## src/ssp_pkg.sv

```systemverilog
package ssp_pkg;

  localparam int SelBytes = 16;
  localparam int PosBits = 16;
  localparam int SelCntBits = $clog2(SelBytes + 1);
  localparam int SelIdxBits = $clog2(SelBytes);

  typedef enum logic [3:0] {
    PH_CODE  = 4'd0,
    PH_LEN   = 4'd1,
    PH_DATA2 = 4'd2,
    PH_DATA3 = 4'd3,
    PH_IDLE  = 4'd4,
    PH_PGI   = 4'd5,
    PH_PLEN  = 4'd6,
    PH_SKIP  = 4'd7,
    PH_API   = 4'd8,
    PH_APLEN = 4'd9,
    PH_AOPT  = 4'd10,
    PH_AVER  = 4'd11,
    PH_ASKIP = 4'd12,
    PH_REQ   = 4'd13,
    PH_SEL   = 4'd14
  } phase_t;

  // SPDU codes.
  localparam logic [7:0] SPDU_DATA       = 8'd1;
  localparam logic [7:0] SPDU_NOT_FIN    = 8'd8;
  localparam logic [7:0] SPDU_FINISH     = 8'd9;
  localparam logic [7:0] SPDU_DISCONNECT = 8'd10;
  localparam logic [7:0] SPDU_CONNECT    = 8'd13;
  localparam logic [7:0] SPDU_ACCEPT     = 8'd14;
  localparam logic [7:0] SPDU_ABORT      = 8'd25;

  // Parameter identifiers.
  localparam logic [7:0] PI_ACCEPT    = 8'd5;
  localparam logic [7:0] PI_OPTIONS   = 8'd19;
  localparam logic [7:0] PI_REQUIRE   = 8'd20;
  localparam logic [7:0] PI_TSDU      = 8'd21;
  localparam logic [7:0] PI_VERSION   = 8'd22;
  localparam logic [7:0] PI_ISN       = 8'd26;
  localparam logic [7:0] PI_CALLING   = 8'd51;
  localparam logic [7:0] PI_CALLED    = 8'd52;
  localparam logic [7:0] PGI_USERDATA = 8'd193;

  // Indications.
  localparam logic [2:0] IND_ERROR   = 3'd0;
  localparam logic [2:0] IND_CONNECT = 3'd1;
  localparam logic [2:0] IND_DATA    = 3'd2;
  localparam logic [2:0] IND_NOT_FIN = 3'd3;
  localparam logic [2:0] IND_FINISH  = 3'd4;
  localparam logic [2:0] IND_DISC    = 3'd5;
  localparam logic [2:0] IND_ABORT   = 3'd6;

  typedef logic [SelBytes-1:0][7:0] sel_t;

  typedef struct packed {
    logic [7:0]            options;
    logic [15:0]           requirement;
    sel_t                  calling;
    sel_t                  called;
    logic [SelCntBits-1:0] calling_n;
    logic [SelCntBits-1:0] called_n;
  } store_t;

  function automatic store_t store_init();
    store_t s;
    s = '0;
    s.requirement = 16'h0002;
    s.calling[1] = 8'd1;
    s.called[1] = 8'd1;
    s.calling_n = SelCntBits'(2);
    s.called_n = SelCntBits'(2);
    return s;
  endfunction

  function automatic logic is_header(input logic [7:0] c);
    return c == SPDU_CONNECT || c == SPDU_ACCEPT || c == SPDU_FINISH ||
           c == SPDU_DISCONNECT;
  endfunction

  function automatic logic [2:0] header_ind(input logic [7:0] c);
    if (c == SPDU_FINISH) return IND_FINISH;
    if (c == SPDU_DISCONNECT) return IND_DISC;
    return IND_CONNECT;
  endfunction

  // Eight selector bytes from first on, bytes at or past count read as zero.
  function automatic logic [63:0] sel_pack(input sel_t b, input logic [SelCntBits-1:0] n,
                                           input int first);
    logic [63:0] v;
    v = '0;
    for (int k = 0; k < 8; k++) begin
      if (first + k < SelBytes && (first + k) < int'(n))
        v[8*k +: 8] = b[(first + k) % SelBytes];
    end
    return v;
  endfunction

endpackage

```

## src/ssp_if.sv

```systemverilog
interface ssp_in_if;
  logic       valid;
  logic       ready;
  logic [7:0] byte_value;
  logic       last_byte;
  modport source (output valid, byte_value, last_byte, input ready);
  modport sink (input valid, byte_value, last_byte, output ready);
endinterface

interface ssp_out_if;
  logic        valid;
  logic        ready;
  logic [2:0]  indication;
  logic [8:0]  user_data_offset;
  logic [7:0]  protocol_options;
  logic [15:0] session_requirement;
  logic [4:0]  calling_length;
  logic [4:0]  called_length;
  logic [63:0] calling_low;
  logic [63:0] calling_high;
  logic [63:0] called_low;
  logic [63:0] called_high;
  modport source (output valid, indication, user_data_offset, protocol_options,
                  session_requirement, calling_length, called_length, calling_low,
                  calling_high, called_low, called_high, input ready);
  modport sink (input valid, indication, user_data_offset, protocol_options,
                session_requirement, calling_length, called_length, calling_low,
                calling_high, called_low, called_high, output ready);
endinterface

```

## src/session_spdu_parser.sv

```systemverilog
// Channel | Direction | Fields
// in_     | sink      | byte_value[7:0], last_byte
// out_    | source    | indication, user_data_offset, options, requirement, selectors
//
// One byte per cycle is taken while ready is high, and parsed in the cycle it is accepted.
// The result of a last byte appears in the output register on the next cycle.
// The one-entry output register is the only buffer, so input ready is low only
// while that register is full and the result side is not taking it.
// Reset (rst_n low, synchronous) restores the default stores and clears the parse.
module session_spdu_parser (
  input logic clk,
  input logic rst_n,
  ssp_in_if.sink    in_ch,
  ssp_out_if.source out_ch
);
  import ssp_pkg::*;

  phase_t             phase_r, phase_nxt;
  logic [PosBits-1:0] pos_r, pos_nxt;
  logic [7:0]         code_r, code_nxt;
  logic [7:0]         dlen_r, dlen_nxt;
  logic [7:0]         rem_r, rem_nxt;
  logic [8:0]         aend_r, aend_nxt;
  logic [1:0]         aflags_r, aflags_nxt;
  logic [2:0]         verdict_r, verdict_nxt;
  logic [8:0]         dstart_r, dstart_nxt;
  logic [7:0]         id_r, id_nxt;
  store_t             com_r, com_nxt;
  store_t             work_r, work_nxt;

  logic        ovalid_r;
  logic [2:0]  oind_r;
  logic [8:0]  ooff_r;
  logic        acc;
  logic [2:0]  ind;
  logic [8:0]  off;
  logic [8:0]  pos9;
  logic [SelCntBits:0] sidx;
  logic [PosBits:0] size;

  assign in_ch.ready = !ovalid_r || out_ch.ready;
  assign acc = in_ch.valid && in_ch.ready;
  assign pos9 = pos_r[8:0];
  assign size = {1'b0, pos_r} + 1'b1;

  always_comb begin
    logic [7:0] b;
    logic [8:0] p1;
    b = in_ch.byte_value;
    p1 = pos9 + 9'd1;
    phase_nxt = phase_r; pos_nxt = pos_r; code_nxt = code_r; dlen_nxt = dlen_r;
    rem_nxt = rem_r; aend_nxt = aend_r; aflags_nxt = aflags_r; verdict_nxt = verdict_r;
    dstart_nxt = dstart_r; id_nxt = id_r; com_nxt = com_r; work_nxt = work_r;
    ind = verdict_r;
    off = '0;
    sidx = '0;
    if (acc) begin
      case (phase_r)
        PH_CODE: begin
          code_nxt = b; verdict_nxt = IND_ERROR; work_nxt = com_r; phase_nxt = PH_LEN;
        end
        PH_LEN: begin
          dlen_nxt = b;
          if (is_header(code_r)) phase_nxt = PH_PGI;
          else if (code_r == SPDU_DATA) phase_nxt = (b == 8'd0) ? PH_DATA2 : PH_IDLE;
          else begin
            if (code_r == SPDU_NOT_FIN) verdict_nxt = IND_NOT_FIN;
            else if (code_r == SPDU_ABORT) verdict_nxt = IND_ABORT;
            phase_nxt = PH_IDLE;
          end
        end
        PH_DATA2: phase_nxt = (b == 8'd1) ? PH_DATA3 : PH_IDLE;
        PH_DATA3: begin
          if (b == 8'd0) begin
            verdict_nxt = IND_DATA; dstart_nxt = 9'd4;
          end
          phase_nxt = PH_IDLE;
        end
        PH_PGI: begin id_nxt = b; phase_nxt = PH_PLEN; end
        PH_API: begin id_nxt = b; phase_nxt = PH_APLEN; end
        PH_PLEN: begin
          case (id_r)
            8'd1, 8'd17, 8'd25, 8'd49, 8'd60: begin
              rem_nxt = b; phase_nxt = (b == 8'd0) ? PH_PGI : PH_SKIP;
            end
            PI_ACCEPT: begin
              aend_nxt = p1 + {1'b0, b}; aflags_nxt = 2'd0;
              phase_nxt = (b == 8'd0) ? PH_IDLE : PH_API;
              if (b == 8'd0) verdict_nxt = IND_ERROR;
            end
            PI_REQUIRE: begin
              if (b != 8'd2) begin verdict_nxt = IND_ERROR; phase_nxt = PH_IDLE; end
              else begin rem_nxt = 8'd2; phase_nxt = PH_REQ; end
            end
            PI_CALLING, PI_CALLED: begin
              if (b > 8'(SelBytes)) begin
                verdict_nxt = IND_ERROR; phase_nxt = PH_IDLE;
              end else begin
                if (id_r == PI_CALLING) work_nxt.calling_n = SelCntBits'(b);
                else work_nxt.called_n = SelCntBits'(b);
                rem_nxt = b; phase_nxt = (b == 8'd0) ? PH_PGI : PH_SEL;
              end
            end
            PGI_USERDATA: begin
              dstart_nxt = p1; verdict_nxt = header_ind(code_r); phase_nxt = PH_IDLE;
            end
            default: phase_nxt = PH_PGI;
          endcase
        end
        PH_SKIP: begin
          rem_nxt = rem_r - 8'd1;
          if (rem_r == 8'd1) phase_nxt = PH_PGI;
        end
        PH_APLEN: begin
          case (id_r)
            PI_OPTIONS: begin
              if (b != 8'd1) begin verdict_nxt = IND_ERROR; phase_nxt = PH_IDLE; end
              else phase_nxt = PH_AOPT;
            end
            PI_TSDU: begin rem_nxt = 8'd4; phase_nxt = PH_ASKIP; end
            PI_VERSION: phase_nxt = PH_AVER;
            8'd23, 8'd55, 8'd56, 8'd57, 8'd58: begin
              rem_nxt = b;
              if (b != 8'd0) phase_nxt = PH_ASKIP;
              else if (p1 < aend_r) phase_nxt = PH_API;
              else if (aflags_r == 2'd3) phase_nxt = PH_PGI;
              else begin verdict_nxt = IND_ERROR; phase_nxt = PH_IDLE; end
            end
            PI_ISN: begin rem_nxt = 8'd1; phase_nxt = PH_ASKIP; end
            default: begin
              if (p1 < aend_r) phase_nxt = PH_API;
              else if (aflags_r == 2'd3) phase_nxt = PH_PGI;
              else begin verdict_nxt = IND_ERROR; phase_nxt = PH_IDLE; end
            end
          endcase
        end
        PH_AOPT: begin
          work_nxt.options = b;
          aflags_nxt = aflags_r | 2'd1;
          if (p1 < aend_r) phase_nxt = PH_API;
          else if ((aflags_r | 2'd1) == 2'd3) phase_nxt = PH_PGI;
          else begin verdict_nxt = IND_ERROR; phase_nxt = PH_IDLE; end
        end
        PH_AVER: begin
          if (b != 8'd2) begin verdict_nxt = IND_ERROR; phase_nxt = PH_IDLE; end
          else begin
            aflags_nxt = aflags_r | 2'd2;
            if (p1 < aend_r) phase_nxt = PH_API;
            else if ((aflags_r | 2'd2) == 2'd3) phase_nxt = PH_PGI;
            else begin verdict_nxt = IND_ERROR; phase_nxt = PH_IDLE; end
          end
        end
        PH_ASKIP: begin
          rem_nxt = rem_r - 8'd1;
          if (rem_r == 8'd1) begin
            if (p1 < aend_r) phase_nxt = PH_API;
            else if (aflags_r == 2'd3) phase_nxt = PH_PGI;
            else begin verdict_nxt = IND_ERROR; phase_nxt = PH_IDLE; end
          end
        end
        PH_REQ: begin
          if (rem_r == 8'd2) work_nxt.requirement = {b, 8'd0};
          else work_nxt.requirement = {work_r.requirement[15:8], b};
          rem_nxt = rem_r - 8'd1;
          if (rem_r == 8'd1) phase_nxt = PH_PGI;
        end
        PH_SEL: begin
          if (id_r == PI_CALLING) begin
            sidx = {1'b0, work_r.calling_n} - (SelCntBits+1)'(rem_r);
            if (sidx < (SelCntBits+1)'(SelBytes))
              work_nxt.calling[sidx[SelIdxBits-1:0]] = b;
          end else begin
            sidx = {1'b0, work_r.called_n} - (SelCntBits+1)'(rem_r);
            if (sidx < (SelCntBits+1)'(SelBytes))
              work_nxt.called[sidx[SelIdxBits-1:0]] = b;
          end
          rem_nxt = rem_r - 8'd1;
          if (rem_r == 8'd1) phase_nxt = PH_PGI;
        end
        default: ;
      endcase
      if (pos_r != '1) pos_nxt = pos_r + 1'b1;

      // Last byte: judge the message, commit the stores of a well-formed header, restart.
      if (in_ch.last_byte) begin
        ind = verdict_nxt;
        off = dstart_nxt;
        if (size < 2) ind = IND_ERROR;
        else if (is_header(code_nxt)) begin
          if ({{(PosBits-7){1'b0}}, dlen_nxt} + 2 == size) com_nxt = work_nxt;
          else ind = IND_ERROR;
        end
        pos_nxt = '0; code_nxt = '0; dlen_nxt = '0; phase_nxt = PH_CODE; rem_nxt = '0;
        aend_nxt = '0; aflags_nxt = '0; verdict_nxt = '0; dstart_nxt = '0; id_nxt = '0;
      end
    end
  end

  always_ff @(posedge clk) begin
    if (!rst_n) begin
      phase_r <= PH_CODE; pos_r <= '0; code_r <= '0; dlen_r <= '0; rem_r <= '0;
      aend_r <= '0; aflags_r <= '0; verdict_r <= '0; dstart_r <= '0; id_r <= '0;
      com_r <= store_init(); work_r <= store_init(); ovalid_r <= 1'b0;
    end else begin
      phase_r <= phase_nxt; pos_r <= pos_nxt; code_r <= code_nxt; dlen_r <= dlen_nxt;
      rem_r <= rem_nxt; aend_r <= aend_nxt; aflags_r <= aflags_nxt;
      verdict_r <= verdict_nxt; dstart_r <= dstart_nxt; id_r <= id_nxt;
      com_r <= com_nxt; work_r <= work_nxt;
      if (acc && in_ch.last_byte) ovalid_r <= 1'b1;
      else if (out_ch.ready) ovalid_r <= 1'b0;
    end
  end

  // Result payload; the stores are read from the committed copy.
  always_ff @(posedge clk) begin
    if (acc && in_ch.last_byte) begin
      oind_r <= ind;
      ooff_r <= (ind == IND_CONNECT || ind == IND_DATA || ind == IND_FINISH ||
                 ind == IND_DISC) ? off : 9'd0;
    end
  end

  assign out_ch.valid = ovalid_r;
  assign out_ch.indication = oind_r;
  assign out_ch.user_data_offset = ooff_r;
  assign out_ch.protocol_options = com_r.options;
  assign out_ch.session_requirement = com_r.requirement;
  assign out_ch.calling_length = 5'(com_r.calling_n);
  assign out_ch.called_length = 5'(com_r.called_n);
  assign out_ch.calling_low = sel_pack(com_r.calling, com_r.calling_n, 0);
  assign out_ch.calling_high = sel_pack(com_r.calling, com_r.calling_n, 8);
  assign out_ch.called_low = sel_pack(com_r.called, com_r.called_n, 0);
  assign out_ch.called_high = sel_pack(com_r.called, com_r.called_n, 8);

  // Selector counts never exceed the store size.
  a_sel_n: assert property (@(posedge clk) disable iff (!rst_n)
    com_r.calling_n <= SelCntBits'(SelBytes) && com_r.called_n <= SelCntBits'(SelBytes))
    else $error("selector count out of range");

  // A last byte always restarts the parse at the code byte.
  a_restart: assert property (@(posedge clk) disable iff (!rst_n)
    acc && in_ch.last_byte |=> phase_r == PH_CODE && pos_r == '0)
    else $error("parse not restarted");

  // An error indication never carries an offset.
  a_off: assert property (@(posedge clk) disable iff (!rst_n)
    ovalid_r && oind_r == IND_ERROR |-> ooff_r == 9'd0)
    else $error("offset on error");
endmodule

```

## src/flat_wrapper.sv

```systemverilog
// flat-port wrapper written by rule: the top's interface ports become plain ports
module session_spdu_parser_flat import ssp_pkg::*;
  (clk, rst_n, in_ch_valid, in_ch_byte_value, in_ch_last_byte, in_ch_ready, out_ch_valid, out_ch_indication, out_ch_user_data_offset, out_ch_protocol_options, out_ch_session_requirement, out_ch_calling_length, out_ch_called_length, out_ch_calling_low, out_ch_calling_high, out_ch_called_low, out_ch_called_high, out_ch_ready);
  ssp_in_if in_ch_i ();
  ssp_out_if out_ch_i ();
  input logic clk;
  input logic rst_n;
  input wire logic [$bits(in_ch_i.valid)-1:0] in_ch_valid;
  input wire logic [$bits(in_ch_i.byte_value)-1:0] in_ch_byte_value;
  input wire logic [$bits(in_ch_i.last_byte)-1:0] in_ch_last_byte;
  output wire logic [$bits(in_ch_i.ready)-1:0] in_ch_ready;
  output wire logic [$bits(out_ch_i.valid)-1:0] out_ch_valid;
  output wire logic [$bits(out_ch_i.indication)-1:0] out_ch_indication;
  output wire logic [$bits(out_ch_i.user_data_offset)-1:0] out_ch_user_data_offset;
  output wire logic [$bits(out_ch_i.protocol_options)-1:0] out_ch_protocol_options;
  output wire logic [$bits(out_ch_i.session_requirement)-1:0] out_ch_session_requirement;
  output wire logic [$bits(out_ch_i.calling_length)-1:0] out_ch_calling_length;
  output wire logic [$bits(out_ch_i.called_length)-1:0] out_ch_called_length;
  output wire logic [$bits(out_ch_i.calling_low)-1:0] out_ch_calling_low;
  output wire logic [$bits(out_ch_i.calling_high)-1:0] out_ch_calling_high;
  output wire logic [$bits(out_ch_i.called_low)-1:0] out_ch_called_low;
  output wire logic [$bits(out_ch_i.called_high)-1:0] out_ch_called_high;
  input wire logic [$bits(out_ch_i.ready)-1:0] out_ch_ready;
  assign in_ch_i.valid = in_ch_valid;
  assign in_ch_i.byte_value = in_ch_byte_value;
  assign in_ch_i.last_byte = in_ch_last_byte;
  assign in_ch_ready = in_ch_i.ready;
  assign out_ch_valid = out_ch_i.valid;
  assign out_ch_indication = out_ch_i.indication;
  assign out_ch_user_data_offset = out_ch_i.user_data_offset;
  assign out_ch_protocol_options = out_ch_i.protocol_options;
  assign out_ch_session_requirement = out_ch_i.session_requirement;
  assign out_ch_calling_length = out_ch_i.calling_length;
  assign out_ch_called_length = out_ch_i.called_length;
  assign out_ch_calling_low = out_ch_i.calling_low;
  assign out_ch_calling_high = out_ch_i.calling_high;
  assign out_ch_called_low = out_ch_i.called_low;
  assign out_ch_called_high = out_ch_i.called_high;
  assign out_ch_i.ready = out_ch_ready;
  session_spdu_parser u_core (.clk(clk), .rst_n(rst_n), .in_ch(in_ch_i), .out_ch(out_ch_i));
endmodule
```

## config.mk

```make
export PLATFORM = sky130hd
export DESIGN_NAME = session_spdu_parser_flat
export DESIGN_NICKNAME = d
export VERILOG_FILES = /design/src/ssp_pkg.sv /design/src/ssp_if.sv /design/src/session_spdu_parser.sv /design/src/flat_wrapper.sv
export SDC_FILE = /design/constraint.sdc
export NUM_CORES = 2
export LEC_CHECK = 0
export BUFFER_PORTS_ARGS = -buffer_cell sky130_fd_sc_hd__buf_2
export CAP_MARGIN = 20
export CORE_MARGIN = 2
export CORE_UTILIZATION = 55
export CTS_BUF_LIST = sky130_fd_sc_hd__clkbuf_4 sky130_fd_sc_hd__clkbuf_8 sky130_fd_sc_hd__clkbuf_16
export DETAILED_ROUTE_END_ITERATION = 8
export HOLD_SLACK_MARGIN = 0.15
export PLACE_DENSITY_LB_ADDON = 0.15
export SETUP_SLACK_MARGIN = 0.3
export SYNTH_ARGS = -nofsm -noshare
export SYNTH_HDL_FRONTEND = slang
export SYNTH_SLANG_ARGS = --single-unit
```

## constraint.sdc

```tcl
create_clock -name clk -period 6.2 [get_ports clk]
set_clock_uncertainty 0.05 [all_clocks]
set_input_delay 0.31 -clock clk [delete_from_list [all_inputs] [get_ports clk]]
set_output_delay 0.31 -clock clk [all_outputs]
set_load 0.02 [all_outputs]
```

==> flow_metrics.env <==
export IMPL_dpl_cell_area_um2=35390
export IMPL_cts_buffers=71
export IMPL_synth_edf_count=12
export IMPL_io_buffers=316
export IMPL_track_usage_pct=31.43
export IMPL_slowest_delay_ps=580
export IMPL_cp_start_kind="flop"
export IMPL_async_flop_share_pct=0
export IMPL_final_common_cell="dfxtp_1"
export IMPL_worst_ep_required_time_ps=6500
export IMPL_leakage_nw=13.16
export IMPL_clk_latency_ps=620
export IMPL_syn_area_um2=33970
export IMPL_remaining_drc_errors=0
export IMPL_end_kind="flop"
export IMPL_worst_pin_slew_ps=1153
export IMPL_viasPerCell=6.338
export IMPL_ir_worst_vdd_mv=0.2069
export IMPL_yosys_warnings=0
export IMPL_diodes=0
export IMPL_fill_cells=5456
export IMPL_antenna_found_initial=0
export IMPL_gp_congestion=0.9181
export IMPL_wirelength_um=105000
export IMPL_fp_dieW_um=252.5
export IMPL_cts_root_buffer="clkbuf_16"
export IMPL_finalSetupViolCount=0
export IMPL_ys_seq_elements=668
export IMPL_min_period_ps=4824
export IMPL_cp_max_fo=12
export IMPL_grt_first_pass_wirelength_um=161600
export IMPL_io_pins=317
export IMPL_drive_gt1_share_pct=13.61
export IMPL_cts_tree="built"
export IMPL_stdcell_area_um2=37910
export IMPL_powerDensity_nw_per_um2=247.2
export IMPL_grt_start_max_net_pins=167
export IMPL_clock_path_buffers=3
export IMPL_ctsResizeCount=0
export IMPL_cap_viol_max_count=0
export IMPL_status="finished clean"
export IMPL_layout_worst_path_cycle_share_pct=77.81
export IMPL_initialDrtViolationCount=3637
export IMPL_vias=31640
export IMPL_relSlewSlack_pct=23.16
export IMPL_multiInputGateArea_um2=18540
export IMPL_nets=4199
export IMPL_die_height_um=252.5
export IMPL_grt_pass1_vias=28130
export IMPL_cts_setup_buffers=0
export IMPL_crit_family="compound AO/OA/AOI/OAI gates"
export IMPL_ff_latch_area_um2=13490
export IMPL_slew_viol_final=0
export IMPL_crit_path_top_delay_cell="xor2_1"
export IMPL_rows=91
export IMPL_critPathBufInv=0
export IMPL_htreeDepth=3
export IMPL_max_freq_ghz=0.2073
export IMPL_arrival_ps=5120
export IMPL_antenna_left=0
export IMPL_crit_chain="ha_1 > nand3_1 > nor2_1 > xor2_1 > ha_1 > a21oi_1 > o21ai_0 > a21oi_1 > nor2_1 > o32ai_1 > or3_1 > a21boi_4 > nor4b_2"
export IMPL_start_util_pct=55.35
export IMPL_clock_sinks=668
export IMPL_fp_coreArea_um2=61370
export IMPL_yosysSeqAreaShare_pct=39.72
export IMPL_dp_hpwl_um=64610
export IMPL_synth_distinct_cells=89
export IMPL_syn_inst=4088
export IMPL_first_pass_iters=6
export IMPL_grt_setup_unrepaired="false"
export IMPL_syn_nets=4135
export IMPL_fin_tns_setup_ps=0
export IMPL_wl_per_cell_um=21.03
export IMPL_die_area_um2=63760
export IMPL_crit_type="flop to flop"
export IMPL_area_growth_pct=11.60
export IMPL_grt_overflow=0
export IMPL_hold_viol=0
export IMPL_synth_avg_cell_area_um2=8.309
export IMPL_mostFrequentLayoutCells="656 x dfxtp_1, 532 x nor2_1, 392 x a21oi_1"
export IMPL_synthFlopType="dfxtp_1"
export IMPL_path_clk_slew_ps=60
export IMPL_worstHoldPathType="input port to flop"
kinds of logic (layout without fill, tap and decap cells):
kind of cell	Yosys count	count (layout)	synth area share, %
compound gates	1551	1551	32.34
xor+xnor	41	41	1.098
fa+ha+maj	36	36	1.378
buf+inv	445	559	5.905
flops	668	668	39.72
mux	19	19	0.5709
simple gates	1328	1328	18.99
per-layer routing:
metal | global-route usage, % | wire length, um | share of wire (%)
met5 | 0 | 0 | 0
met4 | 10.43 | 3030 | 2.9
met3 | 4.521 | 7618 | 7.3
met2 | 49.81 | 48220 | 46
met1 | 43.96 | 46130 | 44
synthesized netlist by cell type (all sizes together) (20+ instances only):
library cell	instances	area, um^2
nand2	235	882.1
xnor2	28	245.2
o21ai	189	945.9
nand3	58	290.3
a21o	36	270.3
o31ai	40	300.3
ha	31	387.9
buf	132	828.3
nor2b	147	919.6
a32o	21	210.2
nor2	532	1997
a21boi	20	161.4
a32oi	26	227.7
dfxtp	656	13130
a311oi	42	367.9
and3	33	206.5
a22o	127	1112
o2bb2ai	81	709.4
clkbuf	270	1016
and2	158	988.5
a211oi	248	1877
a21oi	393	1971
inv	41	153.9
a22oi	220	1652
nor3	44	220.2
worst min-delay path, delay by kind of cell:
kind	cells	cell delay, ps
simple gates	1	50
compound gates	1	240
buf+inv	1	280
registers in the layout (all words and copies together) (netlist names), 9 cells and up:
register / cells
u_core.aend_r: 9
u_core.out_ch.session_requirement: 16
u_core.pos_r: 16
u_core.com_r: 256
u_core.out_ch.user_data_offset: 9
u_core.dstart_r: 9
u_core.work_r: 290
power by group:
part / switching, mW / internal (mW) / total [mW]
clock: 1.78 / 2.63 / 4.40
combinational: 0.505 / 0.119 / 0.624
sequential: 0.0166 / 4.33 / 4.34
total: 2.30 / 7.07 / 9.37
stage by stage:
step / total power [mW] / utilization (%) / setup WS [ps] / cells / hold slack (ps)
2_1_floorplan: 4.854 / - / 2452 / 4088 / 381.9
4_1_cts: 9.407 / 61.64 / 1405 / 4985 / 226.7
3_5_place_dp: 5.045 / 57.67 / 1416 / 4860 / 396.2
3_3_place_gp: 5.040 / 57.66 / 1589 / 4859 / 390.8
5_1_grt: 9.630 / 61.77 / 1056 / 4992 / 268.7
6_report: 9.372 / 61.77 / 1376 / 4992 / 280.9
layout make-up:
| class | instances | share of cell area, % |
|---|---|---|
| clock buffer | 108 | 5.822 |
| clock inverter | 15 | 0.5479 |
| inverter | 43 | 0.4456 |
| multi-input combinational | 2975 | 48.90 |
| sequential | 668 | 35.59 |
| tap | 790 | 2.608 |
| timing repair buffer | 393 | 6.080 |
what timing repair did:
action                     CTS  global route
hold buffers                 2             0
setup endpoints to repair    0             0
hold endpoints to repair     3             0
path summary, 6_finish.rpt:
| path | start | to | slack [ps] | depth (start not counted) |
|---|---|---|---|---|
| setup / recovery | u_core.pos_r[0] | u_core.out_ch.user_data_offset[7] | 1380 | 13 |
| hold / removal | in_ch_byte_value[5] | u_core.dlen_r[5] | 280 | 3 |
| setup reg to reg | u_core.pos_r[0] | u_core.out_ch.user_data_offset[7] | 1380 | 13 |
| hold reg to reg | u_core.aend_r[7] | u_core.aend_r[7] | 410 | 2 |
Note: power is estimated with default switching activity, not from simulation.
